[src/rtl/m4asm_pkg.sv]
// ----------------------------------------------------------------------------
// Matrix unit package
// Sizes, operation codes, sequencer states and saturation helpers for the
// streaming 4x4 fixed-point matrix add, subtract and multiply block.
// ----------------------------------------------------------------------------
package m4asm_pkg;

    localparam int DIM       = 4;
    localparam int FRAC_BITS = 16;
    localparam int CELLS     = DIM * DIM;
    localparam int IDX_W     = $clog2(CELLS);
    localparam int K_W       = $clog2(DIM);
    localparam int LCNT_W    = $clog2(2 * CELLS);
    localparam int DATA_W    = 32;
    localparam int PROD_W    = 2 * DATA_W;
    localparam int ACC_W     = PROD_W + $clog2(DIM);
    localparam int TAG_W     = 2;
    localparam int MODE_W    = 2;

    localparam logic [MODE_W-1:0] MODE_MUL = 2'd0;
    localparam logic [MODE_W-1:0] MODE_ADD = 2'd1;
    localparam logic [MODE_W-1:0] MODE_SUB = 2'd2;

    typedef enum logic [1:0] {
        ST_LOAD,
        ST_ISSUE,
        ST_DRAIN
    } t_state;

    function automatic logic [DATA_W-1:0] sat_acc(input logic signed [ACC_W-1:0] acc);
        logic signed [ACC_W-1:0] sh;
        logic [ACC_W-DATA_W:0]   hi;
        sh = acc >>> FRAC_BITS;
        hi = sh[ACC_W-1:DATA_W-1];
        if ((&hi) || !(|hi)) begin
            return sh[DATA_W-1:0];
        end else if (sh[ACC_W-1]) begin
            return {1'b1, {(DATA_W-1){1'b0}}};
        end else begin
            return {1'b0, {(DATA_W-1){1'b1}}};
        end
    endfunction

    function automatic logic [DATA_W-1:0] sat_lin(input logic [DATA_W:0] s);
        if (s[DATA_W] == s[DATA_W-1]) begin
            return s[DATA_W-1:0];
        end else if (s[DATA_W]) begin
            return {1'b1, {(DATA_W-1){1'b0}}};
        end else begin
            return {1'b0, {(DATA_W-1){1'b1}}};
        end
    endfunction

    function automatic logic [TAG_W-1:0] to_tag(input logic [K_W-1:0] v);
        logic [K_W+TAG_W-1:0] w;
        w = {{TAG_W{1'b0}}, v};
        return w[TAG_W-1:0];
    endfunction

endpackage

[src/rtl/matrix4_add_sub_multiply_top.sv]
// ----------------------------------------------------------------------------
// Streaming 4x4 matrix add, subtract and multiply
// Loads two Q16.16 matrices element by element and streams out the result.
// ----------------------------------------------------------------------------
// Input beats are taken on start while busy is low: 16 elements of A, then
// 16 of B, both row-major, one beat per cycle at most. Both matrices live in
// two RAMs with a registered read. The beat that carries the last
// element of B raises busy and samples the operation mode.
// Multiply reads one A and one B word per cycle and runs them through one
// 32x32 multiplier into an accumulator, which sums the products for one
// result; add and subtract read one word pair per result. Results follow
// at one per cycle when adding or subtracting; when multiplying, each
// result waits until its accumulation is complete.
// Each result beat is shown for one cycle with o_result_valid high, tagged
// with row, column and a last flag; the receiver cannot stall it.
// The mode register is written on its own channel, which is always ready.
// Reset clears the load count, the mode and the sequencer; the matrix RAMs
// are not cleared and every entry is rewritten before use.
// ----------------------------------------------------------------------------
module matrix4_add_sub_multiply_top (
    input  logic                                     i_clk,
    input  logic                                     i_rst_n,
    input  logic                                     start,
    output logic                                     busy,
    input  logic signed [m4asm_pkg::DATA_W-1:0]      i_element_value,
    input  logic                                     i_cfg_valid,
    output logic                                     o_cfg_ready,
    input  logic [m4asm_pkg::MODE_W-1:0]             i_cfg_data,
    output logic                                     o_result_valid,
    output logic signed [m4asm_pkg::DATA_W-1:0]      o_result_value,
    output logic [m4asm_pkg::TAG_W-1:0]              o_result_row,
    output logic [m4asm_pkg::TAG_W-1:0]              o_result_col,
    output logic                                     o_last_element
);

    localparam int IDX_W  = m4asm_pkg::IDX_W;
    localparam int K_W    = m4asm_pkg::K_W;
    localparam int LCNT_W = m4asm_pkg::LCNT_W;
    localparam int DATA_W = m4asm_pkg::DATA_W;
    localparam int PROD_W = m4asm_pkg::PROD_W;
    localparam int ACC_W  = m4asm_pkg::ACC_W;

    m4asm_pkg::t_state r_state, n_state;
    logic [LCNT_W-1:0]                r_load_cnt, n_load_cnt;
    logic [m4asm_pkg::MODE_W-1:0]     r_mode;
    logic [m4asm_pkg::MODE_W-1:0]     r_op, n_op;
    logic [K_W-1:0]                   r_row, n_row;
    logic [K_W-1:0]                   r_col, n_col;
    logic [K_W-1:0]                   r_k, n_k;

    logic              accept;
    logic              we_a, we_b;
    logic [IDX_W-1:0]  waddr_a, waddr_b;
    logic [IDX_W-1:0]  raddr_a, raddr_b;
    logic [DATA_W-1:0] rdata_a, rdata_b;
    logic              is_mul;
    logic              issue_valid, issue_first, issue_last, issue_cell_last;

    logic              r1_valid, r1_first, r1_last, r1_cell_last;
    logic [K_W-1:0]    r1_row, r1_col;
    logic              r2_valid, r2_first, r2_last, r2_cell_last;
    logic [K_W-1:0]    r2_row, r2_col;
    logic              r3_valid, r3_cell_last;
    logic [K_W-1:0]    r3_row, r3_col;

    logic signed [PROD_W-1:0] r_prod;
    logic [DATA_W-1:0]        r2_lin, r3_lin;
    logic signed [ACC_W-1:0]  r_acc;
    logic signed [DATA_W-1:0] rd_a_s, rd_b_s;
    logic [DATA_W:0]          lin_sum;

    assign accept      = start && (r_state == m4asm_pkg::ST_LOAD);
    assign busy        = (r_state != m4asm_pkg::ST_LOAD);
    assign o_cfg_ready = 1'b1;
    assign is_mul      = (r_op == m4asm_pkg::MODE_MUL);

    assign we_a    = accept && (r_load_cnt < LCNT_W'(m4asm_pkg::CELLS));
    assign we_b    = accept && !(r_load_cnt < LCNT_W'(m4asm_pkg::CELLS));
    assign waddr_a = r_load_cnt[IDX_W-1:0];
    assign waddr_b = IDX_W'(r_load_cnt - LCNT_W'(m4asm_pkg::CELLS));

    always_comb begin
        if (is_mul) begin
            raddr_a = IDX_W'(r_row) * IDX_W'(m4asm_pkg::DIM) + IDX_W'(r_k);
            raddr_b = IDX_W'(r_k) * IDX_W'(m4asm_pkg::DIM) + IDX_W'(r_col);
        end else begin
            raddr_a = IDX_W'(r_row) * IDX_W'(m4asm_pkg::DIM) + IDX_W'(r_col);
            raddr_b = raddr_a;
        end
    end

    m4asm_ram #(.WIDTH(DATA_W), .DEPTH(m4asm_pkg::CELLS)) u_ram_a (
        .i_clk   (i_clk),
        .i_we    (we_a),
        .i_waddr (waddr_a),
        .i_wdata (i_element_value),
        .i_raddr (raddr_a),
        .o_rdata (rdata_a)
    );

    m4asm_ram #(.WIDTH(DATA_W), .DEPTH(m4asm_pkg::CELLS)) u_ram_b (
        .i_clk   (i_clk),
        .i_we    (we_b),
        .i_waddr (waddr_b),
        .i_wdata (i_element_value),
        .i_raddr (raddr_b),
        .o_rdata (rdata_b)
    );

    always_comb begin
        n_state         = r_state;
        n_load_cnt      = r_load_cnt;
        n_op            = r_op;
        n_row           = r_row;
        n_col           = r_col;
        n_k             = r_k;
        issue_valid     = 1'b0;
        issue_first     = !is_mul || (r_k == '0);
        issue_last      = !is_mul || (r_k == K_W'(m4asm_pkg::DIM - 1));
        issue_cell_last = (r_row == K_W'(m4asm_pkg::DIM - 1)) &&
                          (r_col == K_W'(m4asm_pkg::DIM - 1));
        case (r_state)
            m4asm_pkg::ST_LOAD: begin
                if (accept) begin
                    if (r_load_cnt == LCNT_W'(2 * m4asm_pkg::CELLS - 1)) begin
                        n_load_cnt = '0;
                        n_op       = r_mode;
                        n_row      = '0;
                        n_col      = '0;
                        n_k        = '0;
                        n_state    = m4asm_pkg::ST_ISSUE;
                    end else begin
                        n_load_cnt = r_load_cnt + 1'b1;
                    end
                end
            end
            m4asm_pkg::ST_ISSUE: begin
                issue_valid = 1'b1;
                if (!issue_last) begin
                    n_k = r_k + 1'b1;
                end else begin
                    n_k = '0;
                    if (r_col == K_W'(m4asm_pkg::DIM - 1)) begin
                        n_col = '0;
                        n_row = r_row + 1'b1;
                        if (issue_cell_last) begin
                            n_state = m4asm_pkg::ST_DRAIN;
                        end
                    end else begin
                        n_col = r_col + 1'b1;
                    end
                end
            end
            m4asm_pkg::ST_DRAIN: begin
                if (r3_valid && r3_cell_last) begin
                    n_state = m4asm_pkg::ST_LOAD;
                end
            end
            default: begin
                n_state = m4asm_pkg::ST_LOAD;
            end
        endcase
    end

    always_ff @(posedge i_clk) begin
        if (!i_rst_n) begin
            r_state        <= m4asm_pkg::ST_LOAD;
            r_load_cnt     <= '0;
            r_mode         <= m4asm_pkg::MODE_MUL;
            r_op           <= m4asm_pkg::MODE_MUL;
            r_row          <= '0;
            r_col          <= '0;
            r_k            <= '0;
            r1_valid       <= 1'b0;
            r2_valid       <= 1'b0;
            r3_valid       <= 1'b0;
            o_result_valid <= 1'b0;
        end else begin
            r_state        <= n_state;
            r_load_cnt     <= n_load_cnt;
            r_op           <= n_op;
            r_row          <= n_row;
            r_col          <= n_col;
            r_k            <= n_k;
            if (i_cfg_valid) begin
                r_mode <= i_cfg_data;
            end
            r1_valid       <= issue_valid;
            r2_valid       <= r1_valid;
            r3_valid       <= r2_valid && r2_last;
            o_result_valid <= r3_valid;
        end
    end

    assign rd_a_s = rdata_a;
    assign rd_b_s = rdata_b;

    always_comb begin
        if (r_op == m4asm_pkg::MODE_SUB) begin
            lin_sum = {rdata_a[DATA_W-1], rdata_a} - {rdata_b[DATA_W-1], rdata_b};
        end else begin
            lin_sum = {rdata_a[DATA_W-1], rdata_a} + {rdata_b[DATA_W-1], rdata_b};
        end
    end

    always_ff @(posedge i_clk) begin
        r1_first     <= issue_first;
        r1_last      <= issue_last;
        r1_cell_last <= issue_cell_last;
        r1_row       <= r_row;
        r1_col       <= r_col;

        r_prod       <= rd_a_s * rd_b_s;
        if ((r_op == m4asm_pkg::MODE_ADD) || (r_op == m4asm_pkg::MODE_SUB)) begin
            r2_lin <= m4asm_pkg::sat_lin(lin_sum);
        end else begin
            r2_lin <= '0;
        end
        r2_first     <= r1_first;
        r2_last      <= r1_last;
        r2_cell_last <= r1_cell_last;
        r2_row       <= r1_row;
        r2_col       <= r1_col;

        if (r2_valid) begin
            r_acc <= (r2_first ? '0 : r_acc) +
                     {{(ACC_W-PROD_W){r_prod[PROD_W-1]}}, r_prod};
        end
        r3_lin       <= r2_lin;
        r3_cell_last <= r2_cell_last;
        r3_row       <= r2_row;
        r3_col       <= r2_col;

        if (is_mul) begin
            o_result_value <= m4asm_pkg::sat_acc(r_acc);
        end else begin
            o_result_value <= r3_lin;
        end
        o_result_row   <= m4asm_pkg::to_tag(r3_row);
        o_result_col   <= m4asm_pkg::to_tag(r3_col);
        o_last_element <= r3_cell_last;
    end

endmodule

[src/rtl/m4asm_ram.sv]
// ----------------------------------------------------------------------------
// Generic simple dual-port RAM
// One write port and one read port with a registered read.
// ----------------------------------------------------------------------------
module m4asm_ram #(
    parameter int WIDTH = 32,
    parameter int DEPTH = 16
) (
    input  logic                     i_clk,
    input  logic                     i_we,
    input  logic [$clog2(DEPTH)-1:0] i_waddr,
    input  logic [WIDTH-1:0]         i_wdata,
    input  logic [$clog2(DEPTH)-1:0] i_raddr,
    output logic [WIDTH-1:0]         o_rdata
);

    logic [WIDTH-1:0] r_mem [DEPTH];

    always_ff @(posedge i_clk) begin
        if (i_we) begin
            r_mem[i_waddr] <= i_wdata;
        end
        o_rdata <= r_mem[i_raddr];
    end

endmodule
[config.mk]
export PLATFORM = sky130hd
export DESIGN_NAME = matrix4_add_sub_multiply_top
export DESIGN_NICKNAME = d
export VERILOG_FILES = /design/src/rtl/m4asm_pkg.sv /design/src/rtl/matrix4_add_sub_multiply_top.sv /design/src/rtl/m4asm_ram.sv
export SDC_FILE = /design/constraint.sdc
export NUM_CORES = 2
export LEC_CHECK = 0
export BUFFER_PORTS_ARGS = -buffer_cell sky130_fd_sc_hd__buf_2
export CORE_ASPECT_RATIO = 0.7
export CORE_UTILIZATION = 45
export DETAILED_ROUTE_END_ITERATION = 12
export HOLD_SLACK_MARGIN = 0.12
export PLACE_DENSITY = 0.61
export SYNTH_ARGS = -nofsm -noshare
export SYNTH_HDL_FRONTEND = slang
export SYNTH_HIERARCHICAL = 1
export SYNTH_SLANG_ARGS = --single-unit
[constraint.sdc]
create_clock -name i_clk -period 9.4 [get_ports i_clk]
set_input_delay 0.47 -clock i_clk [delete_from_list [all_inputs] [get_ports i_clk]]
set_output_delay 0.47 -clock i_clk [all_outputs]
set_load 0.005 [all_outputs]
* Word-level counts from Yosys, hierarchy flattened *
Memory sizes are Yosys's and may differ from the RTL's. A register that Yosys moved wholly into a read port is not among the register bits.
Index checks and enable logic that the tools add are counted.
W data, S select, Z words.

word-level totals
  bits in registers = 271
  memory bits (writable) = 1024
  input bits = 38
  output and inout port bits = 40
  word-level logic and storage cells = 120
  memories = 2

memory list
  name           depth  width  rd ports  clocked after memory_dff  wr ports  RTL line         RTL
  u_ram_a.r_mem  16     32     1         1                         1         m4asm_ram.sv:17  logic [WIDTH-1:0] r_mem [DEPTH];
  u_ram_b.r_mem  16     32     1         1                         1         m4asm_ram.sv:17

cells by class
  add/subtract/negate cells = 11
  multipliers = 1
  $lt $le $gt $ge = 1
  eq/ne operators = 15
  multiplexer cells = 32
  reduce and logical (&&, ||, !) cells = 26

operators by type and width
  kind                   number
  $mux W32               5
  $add A66 B66 Y66       1
  $mux W66               1
  $mul A32 B32 Y64       1
  $add A32 B32 Y33       1
  $mux W33               1
  $sub A32 B32 Y33       1
  $mux W2                13
  $reduce_and A19 Y1     1
  $reduce_or A19 Y1      1
  $add A4 B2 Y4          3
  $pmux W2 S2            3
  $eq A2 B2 Y1 const B   5
  $ne A2 B2 Y1 const B   5
  $mux W4                2
  $add A2 B1 Y2 const B  3
  $logic_and A1 B1 Y1    6
  $logic_not A2 Y1       3
  $pmux W2 S3            1
  $reduce_and A3 Y1      2
  $reduce_and A6 Y1      1
  $add A5 B1 Y5 const B  1
  $eq A5 B5 Y1 const B   1
  $lt A5 B5 Y1 const B   1
  12 further kinds       23

* Logic depth before layout (Yosys ltp) *
  depth in word-level cells = 6
  mapped depth = 29
  gate-level depth less buffers = 27

* Cells and area by module *
Netlist, hierarchy kept.

by module, submodules not included
  module                        times used  cells each  area each (um^2)  seq. area each (um^2)
  matrix4_add_sub_multiply_top  1           5383        50149.3           6085.8
  m4asm_ram (u_ram_b)           1           838         19854.0           16015.4
  m4asm_ram (u_ram_a)           1           838         19835.3           16015.4

* Least setup slack after synthesis *
No wires, ideal clock.

  path kind = register to register
  start = register u_ram_b.o_rdata[5] (read register of u_ram_b.r_mem)
  end = register r_prod[59]
  setup time = 0.131 ns
  arrival time = 7.818 ns
  data required time = 9.269 ns
  slack = 1.451 ns
  cell stages (with the launch flop) = 28
  buffers on the path = 2
  period minus slack after synthesis = 7.949 ns
  cells stage by stage = dfxtp_1 > clkbuf_1 > clkbuf_1 > nand2_1 > inv_1 > fa_1 > inv_1 > fa_1 > inv_1 > fa_1 > fa_1 > inv_1 > fa_1 > inv_1 > fa_1 > fa_1 > fa_1 > ha_1 > a21o_1 > a21o_1 > a21oi_1 > o21ai_0 > a21o_1 > a211oi_1 > nand3_1 > a31oi_1 > o31ai_1 > xor2_1

on the way
  word-level cells in the longest chain between the ends = 1

RTL lines
  what                  RTL line                             RTL
  start, declared       m4asm_ram.sv:14                      output logic [WIDTH-1:0] o_rdata
  $mul A32 B32 Y64      matrix4_add_sub_multiply_top.sv:213  r_prod <= rd_a_s * rd_b_s;
  end signal, assigned  matrix4_add_sub_multiply_top.sv:213
  end, declared         matrix4_add_sub_multiply_top.sv:66   logic signed [PROD_W-1:0] r_prod;

No other way between the ends.
A chain may end at the register's enable or synchronous reset.

* Worst setup path after layout *
  start = register u_ram_b.o_rdata[16] (read register of u_ram_b.r_mem)
  end = register r_prod[63]

The elaborated chain is that of the path after synthesis.

==> results.rst <==
.. list-table::
   :header-rows: 1

   * - Metric
     - Value
   * - Die Y-Extent
     - 376 µm
   * - Detailed-router iteration count before antenna repair
     - 6
   * - Half-perimeter wire length of the detailed placement result
     - 164 mm
   * - Starting Density
     - 45.5%
   * - Worst r2r dst
     - r_prod[63]$_DFF_P_
   * - Initial drt markers
     - 4,799
   * - Endpoint of the worst hold-timing path
     - u_ram_b/r_mem[6][16]$_DFFE_PP_
   * - Min Tclk post-route
     - 8940 ps
   * - Number of flops mapped to enable cells by yosys
     - 1,090
   * - Most numerous cell on the critical path
     - sky130_fd_sc_hd__fa_1
   * - Detailed-route wire length per cell
     - 23.6 µm
   * - Met1 wire length
     - 107 mm
   * - Highest metal layer used by the detailed router
     - met5
   * - Final worst clock skew
     - 54.6 ps
   * - Setup repair after global routing missed its margin
     - no
   * - Hold violation total from the final report
     - 0
   * - Finish-stage setup viols
     - 0
   * - Total standard cell area after synthesis
     - 89,800 µm²
   * - Total of max-cap violations
     - 0
   * - CTS Root Buffer Type
     - sky130_fd_sc_hd__clkbuf_16
   * - IO buf count
     - 76
   * - Placeable core area
     - 197,000 µm²
   * - Smallest hold slack
     - 192 ps
   * - Final design instance area without fill
     - 98,000 µm²
   * - Clock latency reported for the late side of the worst-skew pair
     - 800 ps
   * - Remaining routing DRC violations
     - 0
   * - Count of final max-slew check failures
     - 0
   * - Crit start category
     - register
   * - Post-CTS setup buffer count
     - 0
   * - Crit Reg-Reg Startpoint
     - u_ram_b/o_rdata[16]$_DFF_P_
   * - Primary FF master, synth
     - sky130_fd_sc_hd__edfxtp_1
   * - Data required time of the critical path
     - 10,090 ps
   * - Antenna violations before repair
     - 5
   * - Total number of clock tree sinks
     - 1,359
   * - TritonCTS buffer count
     - 133
   * - Clock transition at the register clock pins on the worst setup and hold paths after CTS
     - 60 ps
   * - Type of destination of the critical path
     - register
   * - Cell variety after synth
     - 77
   * - Setup slack on the worst flop-to-flop path
     - 460 ps
   * - IO Pins
     - 78
   * - Wire length of the first global-routing pass
     - 355 mm
   * - Detailed-routed wire length on met2
     - 97.4 mm
   * - Final Wtd Congestion
     - 0.909
   * - CTS tree
     - done
   * - Worst hold path startpoint
     - i_element_value[16]
   * - Max-slew headroom
     - 20.2%
   * - Type of the setup path with the least slack
     - register to register
   * - # nets final
     - 8,459
   * - Antenna Nets Post-Route
     - 0
   * - Top fanout value on the critical path
     - 18
   * - Cell-by-cell trace of the critical path
     - buf_4 > and2_1 > fa_1 > fa_1 > inv_1 > fa_1 > fa_1 > inv_1 > fa_1 > fa_1 > fa_1 > fa_1 > ha_1 > nand2_1 > nor2_1 > and4_1 > nand3_1 > a2111oi_0 > o21ai_0 > nand3_1 > a31oi_1 > o31ai_1 > xnor2_1
   * - Total negative setup slack
     - 0 ps
   * - H-tree level count
     - 4
   * - Highest clock rate
     - 0.112 GHz
   * - Worst Reg-to-Reg Cells
     - 23
   * - Ys async rst share
     - 0%
   * - Cell count after synthesis
     - 7,059
   * - Placed inst area
     - 93,400 µm²
   * - Seq/Total Area, Yosys
     - 42.4%
   * - Outcome
     - completed
   * - Synth Net Count
     - 8,472
   * - Synthesis-stage register bit count
     - 1,359
   * - Critical path's largest stage delay
     - 1020 ps
   * - Via count of the routed design
     - 54,200
   * - Share of the clock period used by the worst path after layout
     - 95.1%
   * - Die outline width
     - 536 µm
   * - Number of antenna repair diodes
     - 0
   * - Overall routing resource usage
     - 23.5%
   * - Overall die area
     - 201,000 µm²
   * - Actual slew at the worst max-slew pin
     - 1200 ps
   * - Number of buffers and inverters on the critical path
     - 3
   * - Highest-delay cell along the critical path
     - sky130_fd_sc_hd__dfxtp_1
   * - Mean Syn Cell Area
     - 12.7 µm²
   * - Total congestion overflow after global routing
     - 0
   * - Crit path arrival time
     - 9630 ps
   * - Routed wire length
     - 231 mm
   * - Max Root-Sink Buffers
     - 3
   * - Top delay family on crit path
     - adder cells
   * - Maximum number of pins on one net before global-route repair
     - 129
   * - Synth warn
     - 6
   * - Share of final-layout standard cells stronger than drive strength 1
     - 10.6%
   * - Area overhead of the layout relative to synthesis
     - 9.03%
   * - Via count of the first global-routing pass
     - 56,600
   * - Type of the worst min-delay path
     - primary input to register
   * - Detail Route met3 WL
     - 21.0 mm
   * - Vias per Instance
     - 5.54
   * - FP Rows
     - 136
   * - Hold depth
     - 1
==> worst max path at each step <==
stage / cells after the start / start / slack, ps / to
floorplan: 27 / u_ram_b/o_rdata[5]$_DFF_P_ / 1450 / r_prod[59]$_DFF_P_
global placement: 24 / u_ram_a/o_rdata[7]$_DFF_P_ / 550 / r_prod[59]$_DFF_P_
detailed placement: 24 / u_ram_a/o_rdata[7]$_DFF_P_ / 450 / r_prod[59]$_DFF_P_
CTS: 24 / u_ram_a/o_rdata[7]$_DFF_P_ / 460 / r_prod[63]$_DFF_P_
global route: 23 / u_ram_b/o_rdata[11]$_DFF_P_ / 9 / r_prod[63]$_DFF_P_
finish: 23 / u_ram_b/o_rdata[16]$_DFF_P_ / 460 / r_prod[63]$_DFF_P_
==> through the flow <==
step	worst slack (ps)	instances	util [%]
final	463	9777	49.6
after global routing	9.41	9777	49.6
after CTS	464	9777	49.6
after detailed placement	451	9526	47.3
after global placement	548	9526	47.3
after floorplan	1450	7059	-
==> placed cells by master (no fill, tap or decap), types with 10 or more instances in the layout <==
cell / netlist / routed
sky130_fd_sc_hd__nor2b_1: 100 / 96
sky130_fd_sc_hd__clkinv_2: 0 / 16
sky130_fd_sc_hd__xor2_1: 69 / 69
sky130_fd_sc_hd__nor2_1: 190 / 163
sky130_fd_sc_hd__o21bai_1: 26 / 26
sky130_fd_sc_hd__a31oi_1: 26 / 26
sky130_fd_sc_hd__nand2b_1: 28 / 28
sky130_fd_sc_hd__fa_1: 1084 / 1084
sky130_fd_sc_hd__mux4_2: 256 / 256
sky130_fd_sc_hd__nor4_1: 12 / 12
sky130_fd_sc_hd__and3_1: 17 / 17
sky130_fd_sc_hd__buf_4: 21 / 148
sky130_fd_sc_hd__a22oi_1: 131 / 131
sky130_fd_sc_hd__ha_1: 291 / 290
sky130_fd_sc_hd__clkbuf_16: 0 / 139
sky130_fd_sc_hd__nor3_1: 31 / 23
sky130_fd_sc_hd__o21ai_0: 132 / 130
sky130_fd_sc_hd__and2_1: 524 / 522
sky130_fd_sc_hd__buf_2: 15 / 76
sky130_fd_sc_hd__inv_1: 1016 / 1016
sky130_fd_sc_hd__nand4_1: 34 / 34
sky130_fd_sc_hd__clkbuf_1: 319 / 30
sky130_fd_sc_hd__xnor2_1: 127 / 127
sky130_fd_sc_hd__o21a_1: 20 / 20
sky130_fd_sc_hd__a21o_1: 100 / 100
sky130_fd_sc_hd__o211ai_1: 10 / 10
sky130_fd_sc_hd__dfxtp_1: 269 / 263
sky130_fd_sc_hd__a211oi_1: 19 / 19
sky130_fd_sc_hd__clkinv_1: 0 / 15
sky130_fd_sc_hd__edfxtp_1: 1090 / 1090
sky130_fd_sc_hd__nor2_4: 0 / 26
sky130_fd_sc_hd__nand3_1: 46 / 46
sky130_fd_sc_hd__a21oi_1: 249 / 249
sky130_fd_sc_hd__nand2_1: 651 / 651
==> per-layer routing <==
metal,vias to the layer above,global-route usage [%]
met5,-,0
met4,4,5.14
met3,248,5.40
met2,2140,33.6
met1,28300,36.1
li1,23500,-
==> logic make-up (layout without fill, tap and decap cells) <==
logic type	Yosys count	count (layout)	share of synthesized area (%)
DFF	1359	1359	42.4
other	1	1	0.00417
and+or+nand+nor	1676	1676	9.32
muxes	260	260	6.46
xor gates and xnor gates	196	196	1.91
buffers and inverters	1397	1493	6.00
AOI/OAI and AO/OA	795	795	5.67
adders and majority gates	1375	1375	28.2
==> synth_stat cells (34+ instances only) <==
library cell               number  area share, %
sky130_fd_sc_hd__a21o_1       100           0.84
sky130_fd_sc_hd__a22oi_1      131            1.1
sky130_fd_sc_hd__edfxtp_1    1090             36
sky130_fd_sc_hd__xor2_1        69           0.67
sky130_fd_sc_hd__clkbuf_1     319            1.3
sky130_fd_sc_hd__inv_1       1016            4.2
sky130_fd_sc_hd__nor2_1       190           0.79
sky130_fd_sc_hd__and2_1       524            3.6
sky130_fd_sc_hd__xnor2_1      127            1.2
sky130_fd_sc_hd__fa_1        1084             24
sky130_fd_sc_hd__nand2_1      651            2.7
sky130_fd_sc_hd__ha_1         291            4.1
sky130_fd_sc_hd__nand3_1       46           0.26
sky130_fd_sc_hd__a21oi_1      249            1.4
sky130_fd_sc_hd__o21ai_0      132           0.74
sky130_fd_sc_hd__mux4_2       256            6.4
sky130_fd_sc_hd__nor2b_1      100           0.70
sky130_fd_sc_hd__dfxtp_1      269            6.0
sky130_fd_sc_hd__nand4_1       34           0.24
==> registers in the layout, indices dropped and copies added (netlist names), 5 cells and up <==
signal	cells
r_prod	64
r_acc	66
u_ram_a/o_rdata	32
u_ram_a/r_mem	512
r3_lin	32
r2_lin	32
o_result_value	32
u_ram_b/o_rdata	32
u_ram_b/r_mem	512
r_load_cnt	5
==> final cells by class <==
cell class              count  area, µm²
clock buffers             177       3700
inverters                1016       3810
multi-input cells        4303      46600
flip-flops and latches   1359      38100
well taps                2622       3280
fillers                 17100      99400
repair buffers            233       1600
clock inverters            67        791
==> repair_timing <==
action / 4_1_cts / 5_1_grt
gates resized for setup: 0 / 1
hold endpoints to repair: 18 / 0
hold buffers: 7 / 0
setup endpoints to repair: 0 / 2
Power is left out: the tool's default activity adds up to more than one toggle a clock period on the data nets, which glitch-free logic cannot reach.
